<file path="config.mk">
export PLATFORM = sky130hd
export DESIGN_NAME = network_header_builder_unit
export DESIGN_NICKNAME = d
export VERILOG_FILES = /design/src/rtl/nhb_pkg.sv /design/src/rtl/nhb_front.sv /design/src/rtl/nhb_queue.sv /design/src/rtl/nhb_back.sv /design/src/rtl/network_header_builder_unit.sv
export SDC_FILE = /design/constraint.sdc
export NUM_CORES = 1
export LEC_CHECK = 0
export ABC_AREA = 1
export BUFFER_PORTS_ARGS = -buffer_cell sky130_fd_sc_hd__buf_2
export CAP_MARGIN = 15
export CORE_MARGIN = 2
export CORE_UTILIZATION = 50
export CTS_CLUSTER_SIZE = 10
export DETAILED_ROUTE_END_ITERATION = 10
export PLACE_DENSITY_LB_ADDON = 0.25
export SLEW_MARGIN = 20
export SYNTH_ARGS = -nofsm -noshare
export SYNTH_HDL_FRONTEND = slang
export SYNTH_SLANG_ARGS = --single-unit
</file>
<file path="constraint.sdc">
create_clock -name clk -period 13.1 [get_ports clk]
set_clock_uncertainty 0.2 [all_clocks]
set_input_delay 0.655 -clock clk [delete_from_list [all_inputs] [get_ports clk]]
set_output_delay 0.655 -clock clk [all_outputs]
set_load 0.02 [all_outputs]
</file>
<file path="src/rtl/nhb_pkg.sv">
// shared types and constants for the network header builder
`timescale 1ns / 1ps
package nhb_pkg;

  localparam int BYTE_W    = 8;
  localparam int NET_W     = 16;
  localparam int LEN_W     = 4;
  localparam int ADDR_IN_W = 64;
  localparam int CFG_IDX_W = 1;
  localparam int CFG_DAT_W = 8;
  localparam int QDEPTH    = 2;

  localparam logic [CFG_IDX_W-1:0] CFG_VERSION = 1'd0;
  localparam logic [CFG_IDX_W-1:0] CFG_NETMSG  = 1'd1;

  localparam logic [BYTE_W-1:0] CTRL_NETMSG = 8'h80;
  localparam logic [BYTE_W-1:0] CTRL_DEST   = 8'h20;
  localparam logic [BYTE_W-1:0] CTRL_SRC    = 8'h08;
  localparam logic [BYTE_W-1:0] CTRL_REPLY  = 8'h04;
  localparam logic [NET_W-1:0]  BAD_NET     = 16'hFFFF;
  localparam logic [BYTE_W-1:0] VERSION_RST = 8'h01;

  typedef struct packed {
    logic              err;
    logic              dest;
    logic              src;
    logic [BYTE_W-1:0] version;
    logic [BYTE_W-1:0] ctrl;
    logic [NET_W-1:0]  dnet;
    logic [LEN_W-1:0]  dlen;
    logic [BYTE_W-1:0] hop;
    logic [NET_W-1:0]  snet;
    logic [LEN_W-1:0]  slen;
  } nhb_desc_t;

  typedef enum logic [3:0] {
    ST_IDLE,
    ST_ERR,
    ST_VER,
    ST_CTRL,
    ST_DNH,
    ST_DNL,
    ST_DLEN,
    ST_DADR,
    ST_SNH,
    ST_SNL,
    ST_SLEN,
    ST_SADR,
    ST_HOP
  } nhb_state_t;

endpackage

</file>
<file path="src/rtl/nhb_front.sv">
// front end: configuration registers and request classification
`timescale 1ns / 1ps
module nhb_front #(
  parameter int MAX_ADDR_LEN = 8
) (
  input  logic                            clk,
  input  logic                            rst_n,
  input  logic                            cfg_we,
  input  logic [nhb_pkg::CFG_IDX_W-1:0]   cfg_index,
  input  logic [nhb_pkg::CFG_DAT_W-1:0]   cfg_data,
  input  logic                            in_push,
  output logic                            in_full,
  input  logic                            in_dest_present,
  input  logic                            in_src_present,
  input  logic                            in_expecting_reply,
  input  logic [1:0]                      in_priority_req,
  input  logic [nhb_pkg::NET_W-1:0]       in_dest_network,
  input  logic [nhb_pkg::LEN_W-1:0]       in_dest_len,
  input  logic [nhb_pkg::ADDR_IN_W-1:0]   in_dest_address,
  input  logic [nhb_pkg::BYTE_W-1:0]      in_hop_count,
  input  logic [nhb_pkg::NET_W-1:0]       in_src_network,
  input  logic [nhb_pkg::LEN_W-1:0]       in_src_len,
  input  logic [nhb_pkg::ADDR_IN_W-1:0]   in_src_address,
  input  logic                            q_full,
  output logic                            q_push,
  output nhb_pkg::nhb_desc_t              q_desc,
  output logic [MAX_ADDR_LEN*8-1:0]       q_daddr,
  output logic [MAX_ADDR_LEN*8-1:0]       q_saddr
);
  import nhb_pkg::*;

  localparam int AW = MAX_ADDR_LEN * 8;
  localparam logic [LEN_W-1:0] MAX_LEN = LEN_W'(MAX_ADDR_LEN);

  logic [BYTE_W-1:0] version_r;
  logic              netmsg_r;
  logic [BYTE_W-1:0] ctrl;

  always_ff @(posedge clk) begin
    if (!rst_n) begin
      version_r <= VERSION_RST;
      netmsg_r  <= 1'b0;
    end else if (cfg_we) begin
      unique case (cfg_index)
        CFG_VERSION: version_r <= cfg_data;
        CFG_NETMSG:  netmsg_r  <= cfg_data[0];
      endcase
    end
  end

  always_comb begin
    ctrl = {6'b0, in_priority_req};
    if (netmsg_r)           ctrl = ctrl | CTRL_NETMSG;
    if (in_dest_present)    ctrl = ctrl | CTRL_DEST;
    if (in_src_present)     ctrl = ctrl | CTRL_SRC;
    if (in_expecting_reply) ctrl = ctrl | CTRL_REPLY;
  end

  always_comb begin
    q_desc.err     = in_src_present && (in_src_network == BAD_NET);
    q_desc.dest    = in_dest_present;
    q_desc.src     = in_src_present;
    q_desc.version = version_r;
    q_desc.ctrl    = ctrl;
    q_desc.dnet    = in_dest_network;
    q_desc.dlen    = (in_dest_len > MAX_LEN) ? MAX_LEN : in_dest_len;
    q_desc.hop     = in_hop_count;
    q_desc.snet    = in_src_network;
    q_desc.slen    = (in_src_len > MAX_LEN) ? MAX_LEN : in_src_len;
  end

  assign q_daddr = in_dest_address[AW-1:0];
  assign q_saddr = in_src_address[AW-1:0];
  assign in_full = q_full;
  assign q_push  = in_push && !q_full;

endmodule

</file>
<file path="src/rtl/nhb_queue.sv">
// short request queue between front end and byte sequencer
`timescale 1ns / 1ps
module nhb_queue #(
  parameter int W = 8
) (
  input  logic         clk,
  input  logic         rst_n,
  input  logic         push,
  input  logic [W-1:0] wdata,
  output logic         full,
  input  logic         pop,
  output logic         valid,
  output logic [W-1:0] rdata
);
  import nhb_pkg::*;

  localparam int PW = (QDEPTH > 1) ? $clog2(QDEPTH) : 1;
  localparam int CW = $clog2(QDEPTH + 1);
  localparam logic [PW-1:0] LAST_PTR = PW'(QDEPTH - 1);
  localparam logic [CW-1:0] DEPTH_C  = CW'(QDEPTH);

  logic [W-1:0]  mem_r [QDEPTH];
  logic [PW-1:0] wptr_r, wptr_nxt;
  logic [PW-1:0] rptr_r, rptr_nxt;
  logic [CW-1:0] cnt_r, cnt_nxt;
  logic          do_push, do_pop;

  assign full    = (cnt_r == DEPTH_C);
  assign valid   = (cnt_r != '0);
  assign rdata   = mem_r[rptr_r];
  assign do_push = push && !full;
  assign do_pop  = pop && valid;

  always_comb begin
    wptr_nxt = wptr_r;
    rptr_nxt = rptr_r;
    cnt_nxt  = cnt_r;
    if (do_push) wptr_nxt = (wptr_r == LAST_PTR) ? '0 : wptr_r + 1'b1;
    if (do_pop)  rptr_nxt = (rptr_r == LAST_PTR) ? '0 : rptr_r + 1'b1;
    if (do_push && !do_pop) cnt_nxt = cnt_r + 1'b1;
    else if (!do_push && do_pop) cnt_nxt = cnt_r - 1'b1;
  end

  always_ff @(posedge clk) begin
    if (!rst_n) begin
      wptr_r <= '0;
      rptr_r <= '0;
      cnt_r  <= '0;
    end else begin
      wptr_r <= wptr_nxt;
      rptr_r <= rptr_nxt;
      cnt_r  <= cnt_nxt;
    end
  end

  always_ff @(posedge clk) begin
    if (do_push) mem_r[wptr_r] <= wdata;
  end

endmodule

</file>
<file path="src/rtl/nhb_back.sv">
// back end: header byte sequencer with output register
`timescale 1ns / 1ps
module nhb_back #(
  parameter int MAX_ADDR_LEN = 8
) (
  input  logic                          clk,
  input  logic                          rst_n,
  input  logic                          q_valid,
  input  nhb_pkg::nhb_desc_t            q_desc,
  input  logic [MAX_ADDR_LEN*8-1:0]     q_daddr,
  input  logic [MAX_ADDR_LEN*8-1:0]     q_saddr,
  output logic                          q_pop,
  output logic                          out_empty,
  input  logic                          out_pop,
  output logic [nhb_pkg::BYTE_W-1:0]    out_byte,
  output logic                          out_last,
  output logic                          out_bad_source_net
);
  import nhb_pkg::*;

  localparam int AW = MAX_ADDR_LEN * 8;
  localparam logic [LEN_W-1:0] ONE = LEN_W'(1);

  nhb_state_t        state_r, state_nxt;
  nhb_desc_t         desc_r;
  logic [AW-1:0]     daddr_r, saddr_r;
  logic [LEN_W-1:0]  rem_r;
  logic              ovalid_r;
  logic [BYTE_W-1:0] obyte_r;
  logic              olast_r, obad_r;

  logic [BYTE_W-1:0] emit_byte;
  logic              emit_last, emit_bad;
  logic              go, ld;
  nhb_state_t        after_dest, after_src;

  assign go    = (state_r != ST_IDLE) && (!ovalid_r || out_pop);
  assign ld    = q_valid && ((state_r == ST_IDLE) || (go && emit_last));
  assign q_pop = ld;

  assign after_dest = desc_r.src ? ST_SNH : ST_HOP;
  assign after_src  = desc_r.dest ? ST_HOP : ST_IDLE;

  // byte for the current step
  always_comb begin
    emit_byte = '0;
    emit_last = 1'b0;
    emit_bad  = 1'b0;
    unique case (state_r)
      ST_IDLE: ;
      ST_ERR: begin
        emit_last = 1'b1;
        emit_bad  = 1'b1;
      end
      ST_VER:  emit_byte = desc_r.version;
      ST_CTRL: begin
        emit_byte = desc_r.ctrl;
        emit_last = !desc_r.dest && !desc_r.src;
      end
      ST_DNH:  emit_byte = desc_r.dnet[15:8];
      ST_DNL:  emit_byte = desc_r.dnet[7:0];
      ST_DLEN: emit_byte = {{(BYTE_W-LEN_W){1'b0}}, desc_r.dlen};
      ST_DADR: emit_byte = daddr_r[7:0];
      ST_SNH:  emit_byte = desc_r.snet[15:8];
      ST_SNL:  emit_byte = desc_r.snet[7:0];
      ST_SLEN: begin
        emit_byte = {{(BYTE_W-LEN_W){1'b0}}, desc_r.slen};
        emit_last = !desc_r.dest && (desc_r.slen == '0);
      end
      ST_SADR: begin
        emit_byte = saddr_r[7:0];
        emit_last = !desc_r.dest && (rem_r == ONE);
      end
      ST_HOP: begin
        emit_byte = desc_r.hop;
        emit_last = 1'b1;
      end
    endcase
  end

  // step sequencing
  always_comb begin
    state_nxt = state_r;
    if (ld) begin
      state_nxt = q_desc.err ? ST_ERR : ST_VER;
    end else if (go) begin
      unique case (state_r)
        ST_IDLE: state_nxt = ST_IDLE;
        ST_ERR:  state_nxt = ST_IDLE;
        ST_VER:  state_nxt = ST_CTRL;
        ST_CTRL: state_nxt = desc_r.dest ? ST_DNH : (desc_r.src ? ST_SNH : ST_IDLE);
        ST_DNH:  state_nxt = ST_DNL;
        ST_DNL:  state_nxt = ST_DLEN;
        ST_DLEN: state_nxt = (desc_r.dlen != '0) ? ST_DADR : after_dest;
        ST_DADR: state_nxt = (rem_r == ONE) ? after_dest : ST_DADR;
        ST_SNH:  state_nxt = ST_SNL;
        ST_SNL:  state_nxt = ST_SLEN;
        ST_SLEN: state_nxt = (desc_r.slen != '0) ? ST_SADR : after_src;
        ST_SADR: state_nxt = (rem_r == ONE) ? after_src : ST_SADR;
        ST_HOP:  state_nxt = ST_IDLE;
      endcase
    end
  end

  always_ff @(posedge clk) begin
    if (!rst_n) begin
      state_r  <= ST_IDLE;
      ovalid_r <= 1'b0;
    end else begin
      state_r <= state_nxt;
      if (go) ovalid_r <= 1'b1;
      else if (out_pop) ovalid_r <= 1'b0;
    end
  end

  always_ff @(posedge clk) begin
    if (go) begin
      obyte_r <= emit_byte;
      olast_r <= emit_last;
      obad_r  <= emit_bad;
    end
    if (ld) begin
      desc_r  <= q_desc;
      daddr_r <= q_daddr;
      saddr_r <= q_saddr;
    end else if (go) begin
      unique case (state_r)
        ST_DLEN: rem_r <= desc_r.dlen;
        ST_SLEN: rem_r <= desc_r.slen;
        ST_DADR: begin
          rem_r   <= rem_r - ONE;
          daddr_r <= daddr_r >> 8;
        end
        ST_SADR: begin
          rem_r   <= rem_r - ONE;
          saddr_r <= saddr_r >> 8;
        end
        default: ;
      endcase
    end
  end

  assign out_empty          = !ovalid_r;
  assign out_byte           = obyte_r;
  assign out_last           = olast_r;
  assign out_bad_source_net = obad_r;

endmodule

</file>
<file path="src/rtl/network_header_builder_unit.sv">
// top level of the network header builder
//
// Requests enter through a queue-style port: a request is taken at a clock
// edge with in_push high and in_full low. Header bytes leave through a
// queue-style port: the oldest byte sits on out_byte, out_last and
// out_bad_source_net while out_empty is low and is taken when out_pop is
// high. One request gives version, control, optional destination and source
// blocks and, with a destination, hop count: 2 to 25 bytes, the last flagged
// by out_last. A request with a present source network of 65535 gives one
// error byte. Throughput is one byte per cycle while out_pop is high, set by
// the byte sequencer; a queued next request is loaded without a gap. A
// two-entry request queue lets new requests in while a header is still
// going out; when out_pop stays low the sequencer holds and the queue fills.
// Reset clears the queue and output, version becomes 1 and the network
// message bit 0. Registers are written through cfg_we, cfg_index, cfg_data.
`timescale 1ns / 1ps
module network_header_builder_unit #(
  parameter int MAX_ADDR_LEN = 8
) (
  input  logic                          clk,
  input  logic                          rst_n,
  input  logic                          cfg_we,
  input  logic [nhb_pkg::CFG_IDX_W-1:0] cfg_index,
  input  logic [nhb_pkg::CFG_DAT_W-1:0] cfg_data,
  input  logic                          in_push,
  output logic                          in_full,
  input  logic                          in_dest_present,
  input  logic                          in_src_present,
  input  logic                          in_expecting_reply,
  input  logic [1:0]                    in_priority_req,
  input  logic [nhb_pkg::NET_W-1:0]     in_dest_network,
  input  logic [nhb_pkg::LEN_W-1:0]     in_dest_len,
  input  logic [nhb_pkg::ADDR_IN_W-1:0] in_dest_address,
  input  logic [nhb_pkg::BYTE_W-1:0]    in_hop_count,
  input  logic [nhb_pkg::NET_W-1:0]     in_src_network,
  input  logic [nhb_pkg::LEN_W-1:0]     in_src_len,
  input  logic [nhb_pkg::ADDR_IN_W-1:0] in_src_address,
  output logic                          out_empty,
  input  logic                          out_pop,
  output logic [nhb_pkg::BYTE_W-1:0]    out_byte,
  output logic                          out_last,
  output logic                          out_bad_source_net
);
  import nhb_pkg::*;

  localparam int AW = MAX_ADDR_LEN * 8;
  localparam int DW = $bits(nhb_desc_t);
  localparam int QW = DW + 2 * AW;

  logic          q_push, q_full, q_valid, q_pop;
  nhb_desc_t     f_desc, b_desc;
  logic [AW-1:0] f_daddr, f_saddr, b_daddr, b_saddr;
  logic [QW-1:0] q_wdata, q_rdata;

  nhb_front #(.MAX_ADDR_LEN(MAX_ADDR_LEN)) u_front (
    .clk                (clk),
    .rst_n              (rst_n),
    .cfg_we             (cfg_we),
    .cfg_index          (cfg_index),
    .cfg_data           (cfg_data),
    .in_push            (in_push),
    .in_full            (in_full),
    .in_dest_present    (in_dest_present),
    .in_src_present     (in_src_present),
    .in_expecting_reply (in_expecting_reply),
    .in_priority_req    (in_priority_req),
    .in_dest_network    (in_dest_network),
    .in_dest_len        (in_dest_len),
    .in_dest_address    (in_dest_address),
    .in_hop_count       (in_hop_count),
    .in_src_network     (in_src_network),
    .in_src_len         (in_src_len),
    .in_src_address     (in_src_address),
    .q_full             (q_full),
    .q_push             (q_push),
    .q_desc             (f_desc),
    .q_daddr            (f_daddr),
    .q_saddr            (f_saddr)
  );

  assign q_wdata = {f_desc, f_daddr, f_saddr};
  assign {b_desc, b_daddr, b_saddr} = q_rdata;

  nhb_queue #(.W(QW)) u_queue (
    .clk   (clk),
    .rst_n (rst_n),
    .push  (q_push),
    .wdata (q_wdata),
    .full  (q_full),
    .pop   (q_pop),
    .valid (q_valid),
    .rdata (q_rdata)
  );

  nhb_back #(.MAX_ADDR_LEN(MAX_ADDR_LEN)) u_back (
    .clk                (clk),
    .rst_n              (rst_n),
    .q_valid            (q_valid),
    .q_desc             (b_desc),
    .q_daddr            (b_daddr),
    .q_saddr            (b_saddr),
    .q_pop              (q_pop),
    .out_empty          (out_empty),
    .out_pop            (out_pop),
    .out_byte           (out_byte),
    .out_last           (out_last),
    .out_bad_source_net (out_bad_source_net)
  );

endmodule
</file>
==> results of run 1 <==
state kept, by name, indices dropped and copies added, names as in the netlist, 2 cells and up, named ones only:
signal and count:
u_back.state_r 4, u_queue.mem_r 382, u_back.saddr_r 64, u_back.rem_r 4
u_queue.cnt_r 2, u_back.out_byte 8, u_back.desc_r 62, u_front.version_r 8
u_back.daddr_r 64
synthesized netlist by cell type, types with 4 or more instances:
cell / number / area share, %
a21oi_1: 33 / 0.73
a221oi_1: 11 / 0.43
a22o_1: 6 / 0.23
a31oi_1: 113 / 3.1
buf_2: 19 / 0.42
buf_6: 6 / 0.30
clkbuf_1: 47 / 0.78
dfxtp_1: 19 / 1.7
edfxtp_1: 586 / 78
inv_1: 42 / 0.70
inv_2: 4 / 0.066
nand2_1: 499 / 8.3
nand3_1: 27 / 0.60
nand4_1: 9 / 0.25
nor2_1: 165 / 2.7
o21ai_0: 22 / 0.49
o221ai_1: 4 / 0.16
through the flow:
stage | setup slack (ns) | hold slack [ns] | instances
floorplan | 3.34 | 0.220 | 1641
global placement | 8.56 | 0.227 | 2379
detailed placement | 8.34 | 0.239 | 2379
CTS | 8.33 | 0.0276 | 2471
global route | 7.91 | 0.0401 | 2472
finish | 8.40 | 0.0588 | 2474
final timing paths:
kind,cells past startpoint,startpoint,slack [ns],endpoint
min reg2reg,1,u_queue.rptr_r$_SDFFE_PN0P_,0.25,flip-flop
max,12,u_back.state_r[2]$_SDFFE_PN0P_,8.40,u_back.daddr_r[58]$_SDFFCE_PP0P_
max reg2reg,12,u_back.state_r[2]$_SDFFE_PN0P_,8.40,u_back.daddr_r[58]$_SDFFCE_PP0P_
min,1,in_src_address[44],0.06,u_queue.mem_r[1][44]$_DFFE_PP_
cells by family (layout without fill, tap and decap cells):
family | after synthesis | in the layout | share of synthesized area [%]
adders and majority gates | 2 | 2 | 0.111
other | 0 | 3 | 0
DFF | 605 | 605 | 79.6
and+or+nand+nor | 711 | 711 | 12.3
xor gates and xnor gates | 1 | 1 | 0.0388
AOI/OAI and AO/OA | 202 | 202 | 5.62
buffers and inverters | 120 | 358 | 2.33
power by group through the flow:
stage / Sequential [mW] / Combinational (mW) / Clock [mW]
floorplan: 3.06 / 1.07 / 0
global placement: 3.09 / 1.43 / 0
detailed placement: 3.09 / 1.47 / 0
CTS: 3.06 / 1.47 / 1.75
global route: 3.09 / 1.64 / 1.83
finish: 3.05 / 1.45 / 1.71
layout make-up:
| class | instances | area share (%) |
|---|---|---|
| Clock inverter | 8 | 0.312 |
| Tap cell | 592 | 2.84 |
| Clock buffer | 84 | 7.16 |
| Multi-Input combinational cell | 916 | 15.7 |
| Timing Repair Buffer | 220 | 4.38 |
| Inverter | 46 | 0.681 |
| Antenna cell | 3 | 0.0288 |
| Sequential cell | 605 | 68.9 |
routing by layer:
metal  GRT usage (%)  part of all wire (%)  wire [µm]
met5               0                  0.13         60
met4            7.53                   2.6       1260
met2            32.8                    48      23000
met1            27.8                    42      20300
met3            4.56                   6.6       3160
==> results.txt, run 1 <==
Outcome: completed
CP required: 13.30 ns
Tot Pwr: 6.21 mW
Cell Area, Synth: 22600 µm²
Via density: 5.37
Gr usage total: 20.5%
Worst Hold Class: primary input to flip-flop
Nets: 2057
Async S/R FF share, synth: 0%
Worst-path clk slew: 0.06 ns
Slew @ Worst Pin: 1.06 ns
Internal: 4.26 mW
Relative slew slack: 28.9%
Final Core Density: 58.7%
GRT overflow: 0
Initial DRC count: 1133
Crit-path cells: inv_2, nand2_2, nor2_1, nand2_1, nand2_1, o21ai_2, nand2_2, nand2_8, buf_4, buf_4, inv_1, a21oi_1
Final Setup Violations: 0
Worst Setup Path Type: flip-flop to flip-flop
Antenna-violating nets left: 0
Via count: 13300
Top-Level Pins: 207
Final instance area: 26100 µm²
Final hold viol count: 0
Share of layout cells above drive strength 1: 16.9%
CTS Buf Count: 71
Detailed Routing Iterations Pass 1: 7
FF/Latch Area: 18000 µm²
Post-cts hold buffer count: 0
Vias in the first global route: 12900
Critical path's slowest cell: buf_4
Largest net degree at the start of global routing: 152
Slowest stage delay, CP: 0.74 ns
Post-DP HPWL: 29100 µm
CP top delay family: buffers and inverters
PortBufs: 206
Ys Warns: 0
FILL cells: 3443
Fmax: 213 MHz
Total Wirelength: 47800 µm
Yosys reg bits: 605
CP bufs+invs: 4
Fin crit share: 35.9%
Die Y: 216 µm
Top_reg_cell synth: edfxtp_1
Leak: 9.63 nW
Post-Syn Area per Cell: 13.8 µm²
H-Tree Depth: 3
Worst-Skew Late Latency: 0.58 ns
EDFF count, synth: 586
CP Launch Type: flip-flop
Setup TNS: 0 ns
Dpl cell area: 24100 µm²
Root buf cell: clkbuf_16
Setup bufs post-CTS: 0
GPL Wtd Cong: 0.915
Area of the die: 46900 µm²
First-pass GRT wire length: 72900 µm
Sw Ratio: 31.4%
Tmin final: 4.70 ns
Core area: 44400 µm²
Synth Net Count: 1838
DRC violations left: 0
Crit. End Element: flip-flop
RSZ-0062 raised after global routing: false
CTS Sinks: 605
Initial antenna violation count: 7
Worst-path fanout max: 151
Power per cell area: 238 nW/µm²
Die X: 216 µm
Combinational cell fraction of total power: 23.3%
Area of the multi-input gates: 4090 µm²
IR drop worst, VDD: 0.187 mV
Clock power frac: 27.6%
Initial Util: 50.8%
WP data arrival: 4.90 ns
Commonest non-fill, non-tap cell in the layout: edfxtp_1
# resized after CTS: 0
Synth Instances: 1641
Seq pwr share: 49.1%
Max Slew Vio Count: 0
Seq/Total Area, Yosys: 79.6%
CTS max path bufs: 3
CTS tree: built
Routed length per instance: 19.3 µm
Commonest non-fill, non-tap cells in the layout: edfxtp_1, nand2_1, buf_2
# rows: 77
Psw: 1.95 mW
Cell variety after synth: 36
MaxCap Viol Count: 0
Area Growth Syn to Fin: 15.6%
(Power assumes the default switching activity.)
==> inputs of run 2 (changes only) <==
==> constraint.sdc (replaced) <==
create_clock -name clk -period 4 [get_ports clk]
set_clock_uncertainty 0.2 [all_clocks]
set_input_delay 0.2 -clock clk [delete_from_list [all_inputs] [get_ports clk]]
set_output_delay 0.2 -clock clk [all_outputs]
set_load 0.02 [all_outputs]
==> results.txt, run 2 (synthesis results as in run 1) <==
# resized after CTS: 0 (unchanged)
Detailed Routing Iterations Pass 1: 5 (was 7)
IR drop worst, VDD: 0.576 mV (was 0.187 mV)
CTS tree: built (unchanged)
Worst-Skew Late Latency: 0.58 ns (about the same)
Power per cell area: 729 nW/µm² (was 238 nW/µm²)
# rows: 77 (unchanged)
Tmin final: 3.54 ns (was 4.70 ns)
Area of the die: 46900 µm² (unchanged)
First-pass GRT wire length: 78600 µm (was 72900 µm)
Relative slew slack: 36.0% (was 28.9%)
Initial DRC count: 1259 (was 1133)
CTS Sinks: 605 (unchanged)
Area Growth Syn to Fin: 25.3% (was 15.6%)
GPL Wtd Cong: 0.865 (was 0.915)
Share of layout cells above drive strength 1: 15.5% (was 16.9%)
Crit. End Element: flip-flop (unchanged)
Core area: 44400 µm² (unchanged)
CP Launch Type: flip-flop (unchanged)
CP top delay family: simple AND/OR/NAND/NOR gates (was buffers and inverters)
Total Wirelength: 50800 µm (was 47800 µm)
Commonest non-fill, non-tap cell in the layout: edfxtp_1 (unchanged)
RSZ-0062 raised after global routing: false (unchanged)
Die Y: 216 µm (unchanged)
Commonest non-fill, non-tap cells in the layout: edfxtp_1, nand2_1, dlygate4sd3_1 (was edfxtp_1, nand2_1, buf_2)
Initial antenna violation count: 5 (was 7)
Max Slew Vio Count: 0 (unchanged)
Via density: 5.31 (was 5.37)
Met1 GRT Util: 28.9% (was 27.8%)
PortBufs: 206 (unchanged)
Reg with most FFs: u_queue.mem_r (unchanged)
Worst Setup Path Type: flip-flop to flip-flop (unchanged)
FILL cells: 3199 (was 3443)
Outcome: completed (unchanged)
WP data arrival: 3.79 ns (was 4.90 ns)
CP bufs+invs: 3 (was 4)
Crit-path cells: nand2_1, nor2_1, buf_4, nand2_1, nand2_1, o21ai_2, nand2_2, nand2_8, nand2_1, nand3_1, nand2_1, dlygate4sd3_1, nor2_1, dlygate4sd3_1 (was inv_2, nand2_2, nor2_1, nand2_1, nand2_1, o21ai_2, nand2_2, nand2_8, buf_4, buf_4, inv_1, a21oi_1)
Initial Util: 50.8% (unchanged)
Non-filler cells, final: 2684 (was 2474)
Met3 Use GR: 4.46% (was 4.56%)
Vias in the first global route: 14300 (was 12900)
Top-Level Pins: 207 (unchanged)
CP required: 4.25 ns (was 13.30 ns)
Worst-path clk slew: 0.05 ns (was 0.06 ns)
CTS max path bufs: 3 (unchanged)
Largest regs: u_queue.mem_r x382, u_back.daddr_r x64, u_back.saddr_r x64 (unchanged)
Worst Hold Class: primary input to flip-flop (unchanged)
Worst Hold Slack: 0.150 ns (was 0.0588 ns)
Largest net degree at the start of global routing: 145 (was 152)
Via count: 14200 (was 13300)
DRC violations left: 0 (unchanged)
Gr usage total: 21.9% (was 20.5%)
Die X: 216 µm (unchanged)
Setup TNS: 0 ns (unchanged)
Fmax: 283 MHz (was 213 MHz)
Slowest stage delay, CP: 0.55 ns (was 0.74 ns)
Max reg flops: 382 (unchanged)
Critical path's slowest cell: dlygate4sd3_1 (was buf_4)
Global route hottest layer: met2 (unchanged)
FF/Latch Area: 18000 µm² (unchanged)
Met2 Usage GRT: 36.8% (was 32.8%)
Inst Count DP: 2386 (was 2379)
Final hold viol count: 0 (unchanged)
Final Setup Violations: 0 (unchanged)
Nets: 2270 (was 2057)
H-Tree Depth: 3 (unchanged)
Slew @ Worst Pin: 0.959 ns (was 1.06 ns)
Antenna-violating nets left: 0 (unchanged)
Leak: 10.6 nW (was 9.63 nW)
Setup bufs post-CTS: 0 (unchanged)
Root buf cell: clkbuf_16 (unchanged)
GRT overflow: 0 (unchanged)
Worst-path fanout max: 55 (was 151)
CTS Buf Count: 71 (unchanged)
Most common cell on crit path: nand2_1
Routed length per instance: 18.9 µm (was 19.3 µm)
Fin crit share: 88.4% (was 35.9%)
Area of the multi-input gates: 4100 µm² (was 4090 µm²)
MaxCap Viol Count: 0 (unchanged)
Post-DP HPWL: 29200 µm (was 29100 µm)
==> run 2: worst paths after layout <==
path | from | to | slack [ns] | cells past startpoint
worst min-delay path | in_src_address[14] | u_queue.mem_r[1][14]$_DFFE_PP_ | 0.15 | 2
worst min register to register | u_front.version_r[6]$_SDFFE_PN0P_ | u_queue.mem_r[1][190]$_DFFE_PP_ | 0.26 | 0
worst max register to register | u_back.state_r[1]$_SDFFE_PN0P_ | u_queue.cnt_r[0]$_SDFFE_PN0P_ | 0.46 | 14
worst max-delay path | u_back.state_r[1]$_SDFFE_PN0P_ | u_queue.cnt_r[0]$_SDFFE_PN0P_ | 0.46 | 14
==> run 2: per-stage QoR <==
stage               setup slack (ns)  area, µm²  power (mW)  utilization, %
global placement                1.03      24300        14.9            54.6
finish                         0.463      28300        20.6            63.7
CTS                            0.199      28300        20.8            63.7
detailed placement             0.995      24300        15.0            54.6
floorplan                    0.00212      22600        13.4               -
global route                   0.231      28300        21.7            63.7
==> run 2: worst register-to-register path, delay by kind of cell (launching register included) <==
family	cells	cell delay, ns
and+or+nand+nor	10	1.37
buffers and inverters	3	1.29
AOI/OAI and AO/OA	1	0.10
DFF	1	0.48
==> run 2: final cells by class <==
cell class	count	area share, %
multi-input cells	916	14.5
clock buffers	83	6.74
clock inverters	4	0.150
repair buffers	433	11.8
diodes	5	0.0442
well taps	592	2.62
flip-flops and latches	605	63.6
inverters	46	0.628
==> run 2: power breakdown <==
group          total [mW]  leakage, nW  switching [mW]  internal (mW)
sequential           9.96         5.63           0.565           9.40
clock                5.60        0.956            2.27           3.33
combinational        5.05         3.97            3.65           1.40
==> run 2: layer usage <==
metal,part of all wire (%),vias up,wire [µm]
met5,0.022,-,11
met4,1.9,2,974
met3,6.8,76,3460
met2,50,526,25300
met1,41,6895,21000
li1,-,6742,-
==> run 2: what timing repair did <==
item | in CTS | in global routing
hold endpoints to repair | 383 | 0
endpoints found under the setup margin | 0 | 1
hold buffers | 207 | 0
